$ cat src/hdl/npt_pkg.sv
// Shared types, constants and the microcode program of the nth-prime block.
package npt_pkg;

    localparam int PRIME_W    = 18;
    localparam int COUNT_W    = 16;
    localparam int NTH_W      = 13;
    localparam int SEED_COUNT = 6;
    localparam int UPC_W      = 5;

    typedef enum logic [3:0] {
        OP_NONE     = 4'd0,
        OP_LOAD_N   = 4'd1,
        OP_RD_LAST  = 4'd2,
        OP_SET_CAND = 4'd3,
        OP_RD_IDX   = 4'd4,
        OP_LOAD_P   = 4'd5,
        OP_SQ       = 4'd6,
        OP_DIV_INIT = 4'd7,
        OP_DIV_STEP = 4'd8,
        OP_NEXT_IDX = 4'd9,
        OP_NEXT_CAND = 4'd10,
        OP_APPEND   = 4'd11,
        OP_RD_N     = 4'd12,
        OP_EMIT     = 4'd13,
        OP_EMIT_ERR = 4'd14
    } t_op;

    typedef enum logic [3:0] {
        C_NONE     = 4'd0,
        C_ALWAYS   = 4'd1,
        C_N_ZERO   = 4'd2,
        C_N_BIG    = 4'd3,
        C_HAVE     = 4'd4,
        C_IDX_END  = 4'd5,
        C_SQ_BIG   = 4'd6,
        C_DIV_MORE = 4'd7,
        C_REM_ZERO = 4'd8
    } t_cond;

    typedef enum logic [1:0] {
        W_NONE = 2'd0,
        W_IN   = 2'd1,
        W_OUT  = 2'd2
    } t_wt;

    typedef struct packed {
        t_wt              wt;
        t_op              op;
        t_cond            cond;
        logic [UPC_W-1:0] target;
    } t_uword;

    typedef struct packed {
        t_op  op;
        logic fire;
    } t_ctl;

    typedef struct packed {
        logic in_valid;
        logic out_busy;
        logic n_zero;
        logic n_big;
        logic have;
        logic idx_end;
        logic sq_big;
        logic div_more;
        logic rem_zero;
    } t_stat;

    localparam logic [UPC_W-1:0] S_IDLE      = 5'd0;
    localparam logic [UPC_W-1:0] S_CHK_ZERO  = 5'd1;
    localparam logic [UPC_W-1:0] S_CHK_BIG   = 5'd2;
    localparam logic [UPC_W-1:0] S_LOOP      = 5'd3;
    localparam logic [UPC_W-1:0] S_SET_CAND  = 5'd4;
    localparam logic [UPC_W-1:0] S_TRY       = 5'd5;
    localparam logic [UPC_W-1:0] S_LOAD_P    = 5'd6;
    localparam logic [UPC_W-1:0] S_SQ        = 5'd7;
    localparam logic [UPC_W-1:0] S_SQ_CHK    = 5'd8;
    localparam logic [UPC_W-1:0] S_DIV       = 5'd9;
    localparam logic [UPC_W-1:0] S_REM_CHK   = 5'd10;
    localparam logic [UPC_W-1:0] S_NEXT_IDX  = 5'd11;
    localparam logic [UPC_W-1:0] S_NEXT_CAND = 5'd12;
    localparam logic [UPC_W-1:0] S_APPEND    = 5'd13;
    localparam logic [UPC_W-1:0] S_RD_N      = 5'd14;
    localparam logic [UPC_W-1:0] S_EMIT      = 5'd15;
    localparam logic [UPC_W-1:0] S_EMIT_ERR  = 5'd16;

    function automatic t_uword ucode(input logic [UPC_W-1:0] upc);
        t_uword w;
        unique case (upc)
            S_IDLE:      w = '{W_IN,   OP_LOAD_N,    C_NONE,     S_IDLE};
            S_CHK_ZERO:  w = '{W_NONE, OP_NONE,      C_N_ZERO,   S_IDLE};
            S_CHK_BIG:   w = '{W_NONE, OP_NONE,      C_N_BIG,    S_EMIT_ERR};
            S_LOOP:      w = '{W_NONE, OP_RD_LAST,   C_HAVE,     S_RD_N};
            S_SET_CAND:  w = '{W_NONE, OP_SET_CAND,  C_NONE,     S_IDLE};
            S_TRY:       w = '{W_NONE, OP_RD_IDX,    C_IDX_END,  S_APPEND};
            S_LOAD_P:    w = '{W_NONE, OP_LOAD_P,    C_NONE,     S_IDLE};
            S_SQ:        w = '{W_NONE, OP_SQ,        C_NONE,     S_IDLE};
            S_SQ_CHK:    w = '{W_NONE, OP_DIV_INIT,  C_SQ_BIG,   S_APPEND};
            S_DIV:       w = '{W_NONE, OP_DIV_STEP,  C_DIV_MORE, S_DIV};
            S_REM_CHK:   w = '{W_NONE, OP_NONE,      C_REM_ZERO, S_NEXT_CAND};
            S_NEXT_IDX:  w = '{W_NONE, OP_NEXT_IDX,  C_ALWAYS,   S_TRY};
            S_NEXT_CAND: w = '{W_NONE, OP_NEXT_CAND, C_ALWAYS,   S_TRY};
            S_APPEND:    w = '{W_NONE, OP_APPEND,    C_ALWAYS,   S_LOOP};
            S_RD_N:      w = '{W_NONE, OP_RD_N,      C_NONE,     S_IDLE};
            S_EMIT:      w = '{W_OUT,  OP_EMIT,      C_ALWAYS,   S_IDLE};
            S_EMIT_ERR:  w = '{W_OUT,  OP_EMIT_ERR,  C_ALWAYS,   S_IDLE};
            default:     w = '{W_NONE, OP_NONE,      C_ALWAYS,   S_IDLE};
        endcase
        return w;
    endfunction

    function automatic logic [PRIME_W-1:0] seed_prime(input logic [2:0] idx);
        logic [PRIME_W-1:0] p;
        unique case (idx)
            3'd0:    p = PRIME_W'(2);
            3'd1:    p = PRIME_W'(3);
            3'd2:    p = PRIME_W'(5);
            3'd3:    p = PRIME_W'(7);
            3'd4:    p = PRIME_W'(11);
            3'd5:    p = PRIME_W'(13);
            default: p = '0;
        endcase
        return p;
    endfunction

endpackage

$ cat src/hdl/npt_seq.sv
// Microcode sequencer: step counter, control word fetch and conditional jumps.
module npt_seq (
    input  logic           i_clk,
    input  logic           i_rst_n,
    input  npt_pkg::t_stat i_stat,
    output npt_pkg::t_ctl  o_ctl
);
    import npt_pkg::*;

    logic [UPC_W-1:0] r_upc;
    logic [UPC_W-1:0] n_upc;
    t_uword           uw;
    logic             blocked;
    logic             take;

    assign uw = ucode(r_upc);

    always_comb begin
        unique case (uw.wt)
            W_IN:    blocked = !i_stat.in_valid;
            W_OUT:   blocked = i_stat.out_busy;
            default: blocked = 1'b0;
        endcase
    end

    always_comb begin
        case (uw.cond)
            C_ALWAYS:   take = 1'b1;
            C_N_ZERO:   take = i_stat.n_zero;
            C_N_BIG:    take = i_stat.n_big;
            C_HAVE:     take = i_stat.have;
            C_IDX_END:  take = i_stat.idx_end;
            C_SQ_BIG:   take = i_stat.sq_big;
            C_DIV_MORE: take = i_stat.div_more;
            C_REM_ZERO: take = i_stat.rem_zero;
            default:    take = 1'b0;
        endcase
    end

    always_comb begin
        if (blocked) begin
            n_upc = r_upc;
        end else if (take) begin
            n_upc = uw.target;
        end else begin
            n_upc = r_upc + UPC_W'(1);
        end
    end

    always_ff @(posedge i_clk) begin
        if (!i_rst_n) begin
            r_upc <= S_IDLE;
        end else begin
            r_upc <= n_upc;
        end
    end

    assign o_ctl.op   = uw.op;
    assign o_ctl.fire = !blocked;

endmodule

$ cat config.mk
export PLATFORM = sky130hd
export DESIGN_NAME = npt_seq
export DESIGN_NICKNAME = d
export VERILOG_FILES = /design/src/hdl/npt_pkg.sv /design/src/hdl/npt_seq.sv
export SDC_FILE = /design/constraint.sdc
export NUM_CORES = 1
export LEC_CHECK = 0
export BUFFER_PORTS_ARGS = -buffer_cell sky130_fd_sc_hd__buf_2
export CORE_MARGIN = 5
export CORE_UTILIZATION = 45
export CTS_BUF_LIST = sky130_fd_sc_hd__clkbuf_8 sky130_fd_sc_hd__clkbuf_16
export CTS_CLUSTER_SIZE = 25
export DETAILED_ROUTE_END_ITERATION = 8
export GPL_ROUTABILITY_DRIVEN = 0
export PLACE_DENSITY_LB_ADDON = 0.2
export SYNTH_ARGS = -nofsm -noshare
export SYNTH_HDL_FRONTEND = slang
export SYNTH_SLANG_ARGS = --single-unit
$ cat constraint.sdc
create_clock -name i_clk -period 3.05 [get_ports i_clk]
set_input_delay 0.305 -clock i_clk [delete_from_list [all_inputs] [get_ports i_clk]]
set_output_delay 0.305 -clock i_clk [all_outputs]
set_load 0.005 [all_outputs]
==> results.json <==
{
  "status": "completed",
  "clkLatencyLatePin_ns": 0.26,
  "cts_buffers": 3,
  "min_from": "i_rst_n",
  "cts.repair.resized": 0,
  "place_inst": 193,
  "fin_cells": 197,
  "wl_met1_um": 1320,
  "h-tree-depth": 1,
  "ys_warn_count": 0,
  "crit_path_end_kind": "flip-flop",
  "period_needed_ns": 2.73,
  "grt_usage": 0.155,
  "power.leakage_nw": 0.620,
  "rsz0062_at_grt": "false",
  "reg2reg_depth": 9,
  "seq_area_um2": 400,
  "cts_num_sinks": 20,
  "async_flop_share": 0,
  "fin_nets": 185,
  "syn_nets": 168,
  "path_class": "flip-flop to flip-flop",
  "drcViolationCount": 0,
  "cts_tree": "done",
  "die_h_um": 62.5,
  "ff2ff_setup_slack_ns": 0.32,
  "antenna_found_initial": 0,
  "r2r-start": "uw[6]$_SDFF_PP0_",
  "crit_arrival_ns": 2.89,
  "wl_per_cell_um": 14.6,
  "multi_input_area_um2": 736,
  "synth_top_area_frac": 0.323,
  "drv_cap": 0,
  "clk_pin_slew_ns": 0.08,
  "vias_per_cell": 5.74,
  "cts_setup_buffers": 0,
  "hold_end": "r_upc[0]$_SDFFE_PN0N_",
  "whs_path_depth": 2,
  "hp-class": "input pin to flip-flop",
  "overflow": 0,
  "initial_core_util": 0.461,
  "reg2reg_to": "uw[10]$_DFF_P_",
  "crit_path_max_fanout": 9,
  "syn-mean-instance-area_um2": 8.26,
  "synth_cells": 150,
  "skew_ns": 0.00917,
  "final_util": 0.523,
  "pre_cts_slack_ns": 0.348,
  "dp_hpwl_um": 2250,
  "hold_viol_final": 0,
  "p_sw_frac": 0.407,
  "synth_commonest_cells": "dfxtp_1 (20), nand2_1 (15), nand3_1 (12), a21oi_1 (11), inv_1 (11)",
  "met2_length_um": 1330,
  "postRouteAntennaNets": 0,
  "n_antenna_cell": 0,
  "wl_um": 2880,
  "pwr-share-comb": 0.521,
  "maxSlewViolCount": 0,
  "powerDensity_mw_per_mm2": 983,
  "grt_max_degree": 17,
  "p_seq_frac": 0.288,
  "drtIter0Drc": 74,
  "synthFlopType": "dfxtp_1",
  "syn2layout_area_growth_pct": 13.3,
  "synth.largest_area_cell": "dfxtp_1",
  "p_sw_uw": 561,
  "ios": 16,
  "syn_area_mm2": 0.00124,
  "ys_seq_elements": 20,
  "max_freq_mhz": 366,
  "tightest_slew_ns": 0.444,
  "synth.most_common_cell": "dfxtp_1",
  "root_buffer": "clkbuf_8",
  "p_total_mw": 1.38,
  "wl_met3_um": 162,
  "crit_start": "uw[6]$_SDFF_PP0_",
  "setup_viol": 0,
  "peakVddDrop_uv": 453,
  "cts_hold_buf": 0,
  "dr.pass1.iters": 4,
  "drive_gt1_frac": 0.205,
  "fp.dieW_um": 62.5,
  "startpoint_type": "flip-flop",
  "p_clk_frac": 0.190,
  "grt_pass1_vias": 1117,
  "required_ns": 3.21,
  "core_mm2": 0.00269,
  "seq_area_frac_synth": 0.323,
  "synth_edf_count": 0,
  "topRoutingLayerUsed": "met4",
  "rows": 19,
  "finalSetupTns_ns": 0,
  "synthTopCellsByArea": "dfxtp_1 (32%), ha_1 (7.1%), nand3_1 (4.8%)",
  "grt_pass1_wl_um": 5040,
  "port_buffers": 15,
  "setup_slack_ns": 0.319,
  "num-fill-cells": 262,
  "yosysUniqueCellTypes": 47,
  "clock_path_buffers": 2,
  "p_int_uw": 819,
  "vias": 1130,
  "dieArea_mm2": 0.00390,
  "post-route-period-util": 0.896,
  "relSlewSlack": 0.703
}
flip-flops by register name, summed over array words and instances (netlist names):
name	count
r_upc	5
uw	15
cell families (layout without fill, tap and decap cells):
group / Yosys count / in the layout / share of synthesized area
and+or+nand+nor: 58 / 58 / 0.254
xor gates and xnor gates: 1 / 1 / 0.00707
muxes: 3 / 3 / 0.0242
adders and majority gates: 7 / 7 / 0.0707
buffers and inverters: 21 / 37 / 0.0828
DFF: 20 / 20 / 0.323
AOI/OAI and AO/OA: 40 / 40 / 0.238
worst max path at each step:
stage | cells past startpoint | to | slack [ns]
after floorplan | 11 | uw[10]$_DFF_P_ | 0.32
after global placement | 9 | uw[10]$_DFF_P_ | 0.44
after detailed placement | 9 | uw[10]$_DFF_P_ | 0.35
after CTS | 9 | uw[10]$_DFF_P_ | 0.33
after global routing | 9 | uw[10]$_DFF_P_ | 0.16
final | 9 | uw[10]$_DFF_P_ | 0.32
routing by layer:
layer | GRT usage | up-vias
li1 | - | 567
met1 | 0.202 | 518
met2 | 0.236 | 38
met3 | 0.0324 | 7
met4 | 0.0875 | 0
met5 | 0 | -
area by class of cell:
| cell class | instances | share of cell area |
|---|---|---|
| Sequential cell | 20 | 0.285 |
| Clock buffer | 3 | 0.0294 |
| Tap cell | 31 | 0.0276 |
| Timing Repair Buffer | 19 | 0.0749 |
| Inverter | 14 | 0.0374 |
| Multi-Input combinational cell | 109 | 0.524 |
| Clock inverter | 1 | 0.0214 |
through the flow:
step                      instance area [um2]  hold slack (ns)
after detailed placement                 1330            0.575
after global placement                   1330            0.589
after global routing                     1400            0.439
after floorplan                          1240            0.497
after CTS                                1400            0.410
final                                    1400            0.433
power groups by stage:
stage / Clock (mW) / Combinational [mW] / Sequential (mW)
2_1_floorplan: 0 / 0.562 / 0.389
3_3_place_gp: 0 / 0.702 / 0.401
3_5_place_dp: 0 / 0.711 / 0.404
4_1_cts: 0.270 / 0.714 / 0.398
5_1_grt: 0.285 / 0.805 / 0.411
6_report: 0.263 / 0.720 / 0.398
cell usage in the layout (no fill, tap or decap), types with 4 or more instances in the layout:
master	n
buf_4	4
dfxtp_1	20
inv_1	11
and3_1	4
buf_2	15
nor2_1	8
nand2_1	15
a21oi_1	11
nand3_1	12
ha_1	7
worst max-delay path, stage by stage (launching register included):
cell and delay, ns:
dfxtp_1 0.42, mux2i_1 0.10, a2111o_1 0.55, and2_4 0.23, o311ai_2 0.41, inv_2 0.14, ha_1 0.24, inv_1 0.13
a211oi_1 0.07, o32a_1 0.33
Power figures use the tool's default switching activity.
